==> src/rtl/generational_handle_table_unit_macros.svh <==
// Assertion macros for the handle table unit.
// Both expect clk and arst_n in the scope that uses them.
`ifndef GENERATIONAL_HANDLE_TABLE_UNIT_MACROS_SVH
`define GENERATIONAL_HANDLE_TABLE_UNIT_MACROS_SVH

// Check cons in the same cycle as ante.
`define GHT_ASSERT_NOW(label, ante, cons, msg) \
	label: assert property (@(posedge clk) disable iff (!arst_n) (ante) |-> (cons)) \
		else $error(msg);

// Check cons in the cycle after ante.
`define GHT_ASSERT_NEXT(label, ante, cons, msg) \
	label: assert property (@(posedge clk) disable iff (!arst_n) (ante) |=> (cons)) \
		else $error(msg);

`endif

==> src/rtl/ght_pkg.sv <==
`timescale 1ns / 1ps

package ght_pkg;

	localparam int HANDLES_DEF  = 64;
	localparam int GEN_BITS_DEF = 16;

	localparam logic [1:0] OP_CREATE = 2'd0;
	localparam logic [1:0] OP_DELETE = 2'd1;
	localparam logic [1:0] OP_LOOKUP = 2'd2;

	localparam logic [1:0] STS_OK    = 2'd0;
	localparam logic [1:0] STS_FULL  = 2'd1;
	localparam logic [1:0] STS_STALE = 2'd2;

	localparam int STEP_W = 3;
	typedef logic [STEP_W-1:0] step_t;

	localparam step_t STEP_C_PICK  = 3'd0;
	localparam step_t STEP_C_LINK  = 3'd1;
	localparam step_t STEP_H_READ  = 3'd2;
	localparam step_t STEP_H_OWNER = 3'd3;
	localparam step_t STEP_H_MOVE  = 3'd4;
	localparam step_t STEP_H_FREE  = 3'd5;

	typedef enum logic [1:0] {
		JMP_NEXT,
		JMP_END,
		JMP_END_IF_FULL,
		JMP_END_IF_KEEP
	} jmp_t;

	typedef struct packed {
		logic rd_slot;
		logic rd_owner;
		logic pick;
		logic link;
		logic move;
		logic free;
		jmp_t jmp;
	} cw_t;

	function automatic cw_t ght_rom(input step_t step);
		cw_t cw;
		cw = '{rd_slot: 1'b0, rd_owner: 1'b0, pick: 1'b0, link: 1'b0,
			move: 1'b0, free: 1'b0, jmp: JMP_END};
		case (step)
			STEP_C_PICK: begin
				cw.pick = 1'b1;
				cw.jmp  = JMP_END_IF_FULL;
			end
			STEP_C_LINK: begin
				cw.link = 1'b1;
				cw.jmp  = JMP_END;
			end
			STEP_H_READ: begin
				cw.rd_slot = 1'b1;
				cw.jmp     = JMP_NEXT;
			end
			STEP_H_OWNER: begin
				cw.rd_owner = 1'b1;
				cw.jmp      = JMP_NEXT;
			end
			STEP_H_MOVE: begin
				cw.move = 1'b1;
				cw.jmp  = JMP_END_IF_KEEP;
			end
			STEP_H_FREE: begin
				cw.free = 1'b1;
				cw.jmp  = JMP_END;
			end
			default: begin
				cw.jmp = JMP_END;
			end
		endcase
		return cw;
	endfunction

endpackage

==> src/rtl/generational_handle_table_unit.sv <==
`timescale 1ns / 1ps
// Generational handle table.
// Command channel: a word (operation, handle_slot, handle_generation) is taken at a
// rising edge with start high and busy low. operation selects create, delete or
// lookup; an unused code acts as lookup.
// Result channel: done is high for one cycle with status, out_slot, out_generation,
// dense_slot, moved_from and live_count. The receiver has no back pressure: each
// result must be taken in the cycle it is shown.
// Steps after the accepting edge: create runs C_PICK, C_LINK, or only C_PICK on a
// full table; lookup or a rejected handle runs H_READ, H_OWNER, H_MOVE; delete adds
// H_FREE. busy drops in the last step, so the next word may be taken at the edge that
// registers the result, never while a word is in progress. The steps are set by the
// step program in the control store and the registered read ports of the three
// handle memories: the handle check needs the slot read before the reverse-map read.
// Reset clears the counts and the free list and goes idle at once; memory contents
// are not cleared, no entry is read before it is written.
module generational_handle_table_unit
	import ght_pkg::*;
#(
	parameter int HANDLES  = HANDLES_DEF,
	parameter int GEN_BITS = GEN_BITS_DEF,
	localparam int SW = $clog2(HANDLES),
	localparam int CW = $clog2(HANDLES + 1)
) (
	input  logic                clk,
	input  logic                arst_n,
	input  logic                start,
	output logic                busy,
	input  logic [1:0]          operation,
	input  logic [SW-1:0]       handle_slot,
	input  logic [GEN_BITS-1:0] handle_generation,
	output logic                done,
	output logic [1:0]          status,
	output logic [SW-1:0]       out_slot,
	output logic [GEN_BITS-1:0] out_generation,
	output logic [SW-1:0]       dense_slot,
	output logic [SW-1:0]       moved_from,
	output logic [CW-1:0]       live_count
);

	`include "generational_handle_table_unit_macros.svh"

	logic [SW-1:0]       slot_link_mem   [HANDLES];
	logic [GEN_BITS-1:0] slot_gen_mem    [HANDLES];
	logic [SW-1:0]       dense_owner_mem [HANDLES];

	logic                busy_q;
	step_t               step_q;
	logic [CW-1:0]       free_head_q;
	logic [CW-1:0]       used_q;
	logic [CW-1:0]       alloc_q;
	logic                reuse_q;
	logic                fl_one_q;
	logic                in_range_q;
	logic                ok1_q;
	logic                del_q;

	logic [SW-1:0]       s_q;
	logic [GEN_BITS-1:0] g_q;
	logic [SW-1:0]       slot_q;
	logic [GEN_BITS-1:0] gen_rd_q;
	logic [SW-1:0]       link_rd_q;
	logic [SW-1:0]       own_rd_q;
	logic [SW-1:0]       last_own_q;
	logic [SW-1:0]       last_q;

	logic                done_q;
	logic [1:0]          status_q;
	logic [SW-1:0]       out_slot_q;
	logic [GEN_BITS-1:0] out_gen_q;
	logic [SW-1:0]       dense_q;
	logic [SW-1:0]       moved_q;
	logic [CW-1:0]       live_q;

	cw_t                 cw;
	logic                accept;
	logic                end_now;
	logic                full;
	logic                reuse;
	logic                in_range;
	logic                ok1;
	logic                live;
	logic                keep;
	logic                fresh;
	logic                slot_rd_en;
	logic [SW-1:0]       slot_rd_addr;
	logic                owner_rd_en;
	logic [SW-1:0]       last_idx;
	logic                link_we;
	logic [SW-1:0]       link_wa;
	logic [SW-1:0]       link_wd;
	logic                gen_we;
	logic [SW-1:0]       gen_wa;
	logic [GEN_BITS-1:0] gen_wd;
	logic                owner_we;
	logic [SW-1:0]       owner_wa;
	logic [SW-1:0]       owner_wd;

	logic [1:0]          res_status;
	logic [SW-1:0]       res_slot;
	logic [GEN_BITS-1:0] res_gen;
	logic [SW-1:0]       res_dense;
	logic [SW-1:0]       res_moved;
	logic [CW-1:0]       res_live;

	always_comb begin
		cw       = ght_rom(step_q);
		full     = used_q == CW'(HANDLES);
		reuse    = (alloc_q > used_q) && (free_head_q < CW'(HANDLES));
		fresh    = cw.pick && !full && !reuse;
		in_range = CW'(s_q) < alloc_q;
		ok1      = in_range_q && (gen_rd_q == g_q) && (CW'(link_rd_q) < used_q);
		live     = ok1_q && (own_rd_q == s_q);
		keep     = !(live && del_q);
		last_idx = SW'(used_q - CW'(1));
		case (cw.jmp)
			JMP_NEXT:        end_now = 1'b0;
			JMP_END:         end_now = busy_q;
			JMP_END_IF_FULL: end_now = busy_q && full;
			JMP_END_IF_KEEP: end_now = busy_q && keep;
			default:         end_now = busy_q;
		endcase
		busy   = busy_q && !end_now;
		accept = start && !busy;
	end

	always_comb begin
		slot_rd_addr = cw.pick ? free_head_q[SW-1:0] : s_q;
		slot_rd_en   = busy_q && ((cw.pick && !full && reuse) || (cw.rd_slot && in_range));
		owner_rd_en  = busy_q && cw.rd_owner && ok1;

		link_we = busy_q && (cw.link || (cw.move && !keep) || cw.free);
		if (cw.link) begin
			link_wa = slot_q;
			link_wd = SW'(used_q);
		end else if (cw.move) begin
			link_wa = last_own_q;
			link_wd = link_rd_q;
		end else begin
			link_wa = s_q;
			link_wd = (free_head_q < CW'(HANDLES)) ? free_head_q[SW-1:0] : '0;
		end

		gen_we = busy_q && (fresh || cw.free);
		gen_wa = cw.pick ? SW'(alloc_q) : s_q;
		gen_wd = cw.pick ? GEN_BITS'(1) : GEN_BITS'(gen_rd_q + GEN_BITS'(1));

		owner_we = busy_q && (cw.link || (cw.move && !keep));
		owner_wa = cw.link ? SW'(used_q) : link_rd_q;
		owner_wd = cw.link ? slot_q : last_own_q;
	end

	always_comb begin
		res_status = STS_OK;
		res_slot   = s_q;
		res_gen    = g_q;
		res_dense  = '0;
		res_moved  = '0;
		res_live   = used_q;
		if (cw.pick) begin
			res_status = STS_FULL;
			res_slot   = '0;
			res_gen    = '0;
		end else if (cw.link) begin
			res_slot  = slot_q;
			res_gen   = gen_rd_q;
			res_dense = SW'(used_q);
			res_live  = CW'(used_q + CW'(1));
		end else if (cw.move) begin
			if (!live) begin
				res_status = STS_STALE;
			end else begin
				res_dense = link_rd_q;
			end
		end else if (cw.free) begin
			res_dense = link_rd_q;
			res_moved = last_q;
			res_live  = CW'(used_q - CW'(1));
		end
	end

	// Memories: one write port each, registered reads.
	always_ff @(posedge clk) begin
		if (link_we) begin
			slot_link_mem[link_wa] <= link_wd;
		end
		if (gen_we) begin
			slot_gen_mem[gen_wa] <= gen_wd;
		end
		if (owner_we) begin
			dense_owner_mem[owner_wa] <= owner_wd;
		end
		if (slot_rd_en) begin
			gen_rd_q  <= slot_gen_mem[slot_rd_addr];
			link_rd_q <= slot_link_mem[slot_rd_addr];
		end else if (busy_q && fresh) begin
			gen_rd_q <= GEN_BITS'(1);
		end
		if (owner_rd_en) begin
			own_rd_q   <= dense_owner_mem[link_rd_q];
			last_own_q <= dense_owner_mem[last_idx];
		end
	end

	// Datapath words.
	always_ff @(posedge clk) begin
		if (accept) begin
			s_q <= handle_slot;
			g_q <= handle_generation;
		end
		if (busy_q && cw.pick) begin
			slot_q   <= reuse ? free_head_q[SW-1:0] : SW'(alloc_q);
			fl_one_q <= CW'(alloc_q - used_q) == CW'(1);
		end
		if (busy_q && cw.rd_owner) begin
			last_q <= last_idx;
		end
		if (end_now) begin
			status_q   <= res_status;
			out_slot_q <= res_slot;
			out_gen_q  <= res_gen;
			dense_q    <= res_dense;
			moved_q    <= res_moved;
			live_q     <= res_live;
		end
	end

	// Sequencer and table counts.
	always_ff @(posedge clk or negedge arst_n) begin
		if (!arst_n) begin
			busy_q      <= 1'b0;
			step_q      <= STEP_C_PICK;
			del_q       <= 1'b0;
			reuse_q     <= 1'b0;
			in_range_q  <= 1'b0;
			ok1_q       <= 1'b0;
			free_head_q <= CW'(HANDLES);
			used_q      <= '0;
			alloc_q     <= '0;
			done_q      <= 1'b0;
		end else begin
			done_q <= end_now;
			if (accept) begin
				busy_q <= 1'b1;
				del_q  <= operation == OP_DELETE;
				step_q <= (operation == OP_CREATE) ? STEP_C_PICK : STEP_H_READ;
			end else if (end_now) begin
				busy_q <= 1'b0;
			end else if (busy_q) begin
				step_q <= step_t'(step_q + step_t'(1));
			end
			if (busy_q) begin
				if (cw.pick && !full) begin
					reuse_q <= reuse;
					if (!reuse) begin
						alloc_q <= CW'(alloc_q + CW'(1));
					end
				end
				if (cw.link) begin
					if (reuse_q) begin
						free_head_q <= fl_one_q ? CW'(HANDLES) : CW'(link_rd_q);
					end
					used_q <= CW'(used_q + CW'(1));
				end
				if (cw.rd_slot) begin
					in_range_q <= in_range;
				end
				if (cw.rd_owner) begin
					ok1_q <= ok1;
				end
				if (cw.free) begin
					free_head_q <= CW'(s_q);
					used_q      <= CW'(used_q - CW'(1));
				end
			end
		end
	end

	assign done           = done_q;
	assign status         = status_q;
	assign out_slot       = out_slot_q;
	assign out_generation = out_gen_q;
	assign dense_slot     = dense_q;
	assign moved_from     = moved_q;
	assign live_count     = live_q;

	`GHT_ASSERT_NOW(a_counts_ordered, 1'b1, (used_q <= alloc_q) && (alloc_q <= CW'(HANDLES)), "live count above allocated count")
	`GHT_ASSERT_NOW(a_free_list_head, (alloc_q > used_q) && !(busy_q && cw.link), free_head_q < CW'(HANDLES), "free list empty while handles are free")
	`GHT_ASSERT_NOW(a_result_count, done, live_count == used_q, "reported live count differs from table")
	`GHT_ASSERT_NEXT(a_accept_runs, accept, busy_q, "accepted word not in progress")

endmodule

==> config.mk <==
export PLATFORM = sky130hd
export DESIGN_NAME = generational_handle_table_unit
export DESIGN_NICKNAME = d
export VERILOG_FILES = /design/src/rtl/ght_pkg.sv /design/src/rtl/generational_handle_table_unit.sv
export VERILOG_INCLUDE_DIRS = /design/src /design/src/rtl
export SDC_FILE = /design/constraint.sdc
export NUM_CORES = 2
export LEC_CHECK = 0
export BUFFER_PORTS_ARGS = -buffer_cell sky130_fd_sc_hd__buf_2
export CAP_MARGIN = 20
export CORE_MARGIN = 2
export CORE_UTILIZATION = 40
export CTS_CLUSTER_SIZE = 25
export DETAILED_ROUTE_END_ITERATION = 8
export PLACE_DENSITY_LB_ADDON = 0.15
export REMOVE_ABC_BUFFERS = 1
export SKIP_CTS_REPAIR_TIMING = 1
export SYNTH_ARGS = -nofsm -noshare
export SYNTH_HDL_FRONTEND = slang
export SYNTH_SLANG_ARGS = --single-unit
==> constraint.sdc <==
create_clock -name clk -period 5 [get_ports clk]
set_input_delay 1 -clock clk [delete_from_list [all_inputs] [get_ports clk]]
set_output_delay 1 -clock clk [all_outputs]
set_load 0.01 [all_outputs]
==> impl_metrics.yaml <==
place:
  detailed_place.area_um2: 84400
  dp_cells: 7392
  portBuffers: 71
  gp_congestion: 0.849
  dpl.hpwl_um: 142000
synth:
  yosys_warnings: 0
  synthDistinctLibCells: 69
  synth_edf_count: 1904
  synth.area.top_cells: "edfxtp_1 (72%), mux4_2 (11%), nand2_1 (3.4%), a21oi_1 (1.6%), nor2_1 (1.2%)"
  ys.flop_type: "edfxtp_1"
  netlist.area_leader.share_pct: 71.7
  syn_avg_cell_area_um2: 16.8
  ys_seq_area_share_pct: 72.7
  synthArstFlopShare_pct: 1.55
  yosys_register_bits: 1934
  yosys.area.top_type: "edfxtp_1"
  synth_cells: 4758
  syn_area_um2: 79700
route:
  num_vias: 45005
  dr.pass1.iters: 6
  drt-wirelength-per-cell_um: 29.3
  drt.antenna.violating_nets: 0
  drt_iter0_drc: 5226
  vias_per_cell: 5.79
  routed_wirelength_um: 228000
  drc: 0
floorplanning:
  coreArea_um2: 198000
  row_count: 163
  die_y_um: 450
  ios: 72
  dieArea_um2: 203000
  start_util_pct: 40.3
  dieWidth_um: 450
timing:
  hold_viol: 0
  relSlewSlack_pct: 24.1
  tns_ns: 0
  timing.final.max_slew_violations: 0
  fin_crit_ns: 4.44
  holdWs_ns: 0.288
  skew_ns: 0.0497
  finalSetupViolations: 0
  worst_slew_pin_slew_ns: 1.14
  rsz0062_at_grt: "false"
  max_freq_ghz: 0.225
  fin_crit_sh_pct: 88.7
worst_setup_path:
  critPathArrivalTime_ns: 3.44
  crit_type: "reg2out"
  worst_path_largest_cell_delay_ns: 0.88
  end_kind: "output pin"
  critPathMaxFanout: 11
  cp_slowest_cell: "edfxtp_1"
  cp_cell_sequence: "xnor2_1 -> nand3_1 -> or4_1 -> a221o_1 -> or2_2 -> inv_1 -> buf_2"
  cp.required_ns: 4.00
  start_kind: "flip-flop"
grt:
  grt_max_degree: 101
  grtUsageTotal_pct: 22.2
  antenna_found_initial: 6
  grt_pass1_vias: 44234
  grt_pass1_wl_um: 328000
  gr-total-overflow: 0
clock_tree:
  path_clk_slew_ns: 0.06
  cts_buffer_depth: 3
  cts_tree: "done"
  cts-htree-levels: 4
  cts-buffers-inserted: 204
  clock_sinks: 1934
  root_buffer: "clkbuf_16"
  clk_latency_ns: 0.84
power:
  p_leak_nw: 29.2
  p_per_area_nw_per_um2: 644
  power_mw: 58.6
  worst_ir_drop_vdd_v: 0.000488
run:
  maxCapViolCount: 0
run_status:
  status: "completed"
layout:
  nets: 5018
  instances_no_fill: 7775
  areaGrowthSynthToFinish_pct: 14.1
  layout_commonest_cell: "edfxtp_1"
  postLayoutCellArea_um2: 90900
  drive_above_1_share_pct: 20.7
  mostFrequentLayoutCells: "edfxtp_1 (1904), nand2_1 (708), mux4_2 (405)"
hold_path:
  min_path_type: "in2async"
-- worst paths after layout --
| check | startpoint | endpoint | slack (ns) | depth (start not counted) |
|---|---|---|---|---|
| setup / recovery | s_q[2] | busy | 0.56 | 7 |
| hold / removal | arst_n | done | 0.29 | 1 |
| setup reg to reg | step_q[1] | gen_rd_q[7] | 0.80 | 11 |
| hold reg to reg | reuse_q | reuse_q | 0.50 | 2 |
| max in group asynchronous | arst_n | used_q[0] | 4.07 | 1 |
| min in group clk | handle_generation[4] | g_q[4] | 0.34 | 1 |
-- report_power, final --
group	internal, mW	total, mW	switching [mW]
sequential	21.8	22.5	0.714
clock	8.41	14.7	6.30
combinational	6.76	21.3	14.6
total	37.0	58.6	21.6
-- per-layer routing --
layer	global-route usage [%]	vias to the layer above	part of all wire [%]
met3	3.34	294	6.3
met5	0	-	0.0066
met4	6.48	2	2.8
met1	32.1	23755	43
li1	-	19307	-
met2	35.0	1647	48
-- synthesized netlist by cell type (all sizes together), types with 15 or more instances --
cell type,instances
clkbuf,181
o31ai,15
a31oi,36
buf,104
nor3,43
nand2,715
o2111ai,30
edfxtp,1904
a21oi,261
or4,17
a22oi,83
nor4,20
nor2b,17
nor2,258
nand4,42
mux2i,64
mux4,405
ha,30
xnor2,39
inv,37
o21ai,56
nand3b,18
a32oi,64
dfrtp,29
nand3,134
-- critical path: cells and delay by family, from the launching register on --
| kind | cells | cell delay, ns |
|---|---|---|
| flip-flops | 1 | 0.88 |
| XOR/XNOR | 1 | 0.22 |
| AO/OA/AOI/OAI | 1 | 0.32 |
| AND/OR/NAND/NOR | 3 | 0.98 |
| buffers and inverters | 2 | 0.19 |
-- cell families after synthesis --
family | after synthesis | synth area share (%)
multiplexers | 480 | 12.4
flip-flops | 1934 | 72.7
adder cells (fa/ha/maj) | 31 | 0.496
buffers and inverters | 322 | 1.71
AO/OA/AOI/OAI | 624 | 5.02
XOR/XNOR | 53 | 0.582
AND/OR/NAND/NOR | 1314 | 7.08
-- stage by stage --
stage | util (%) | worst slack (ns)
floorplan | - | -9.76
global placement | 42.7 | 0.774
detailed placement | 42.7 | 0.771
CTS | 46.0 | 0.538
global route | 46.0 | 0.427
finish | 46.0 | 0.564
-- state kept, by name (all words and copies together), names as in the netlist, 7 cells and up --
| signal | count |
|---|---|
| g_q | 16 |
| gen_rd_q | 16 |
| slot_gen_mem | 1024 |
| used_q | 7 |
| out_generation | 16 |
| slot_link_mem | 384 |
| dense_owner_mem | 384 |
| free_head_q | 7 |
| live_count | 7 |
| alloc_q | 7 |
-- final cells by class --
cell class	instances	area, µm²
Inverter	37	144
Fill cell	17040	107000
Multi-Input combinational cell	2502	20800
Clock buffer	272	5490
Tap cell	2640	3300
Clock inverter	107	956
Antenna cell	2	5.00
Sequential cell	1934	57900
Timing Repair Buffer	281	2290
Power figures use the tool's default switching activity.
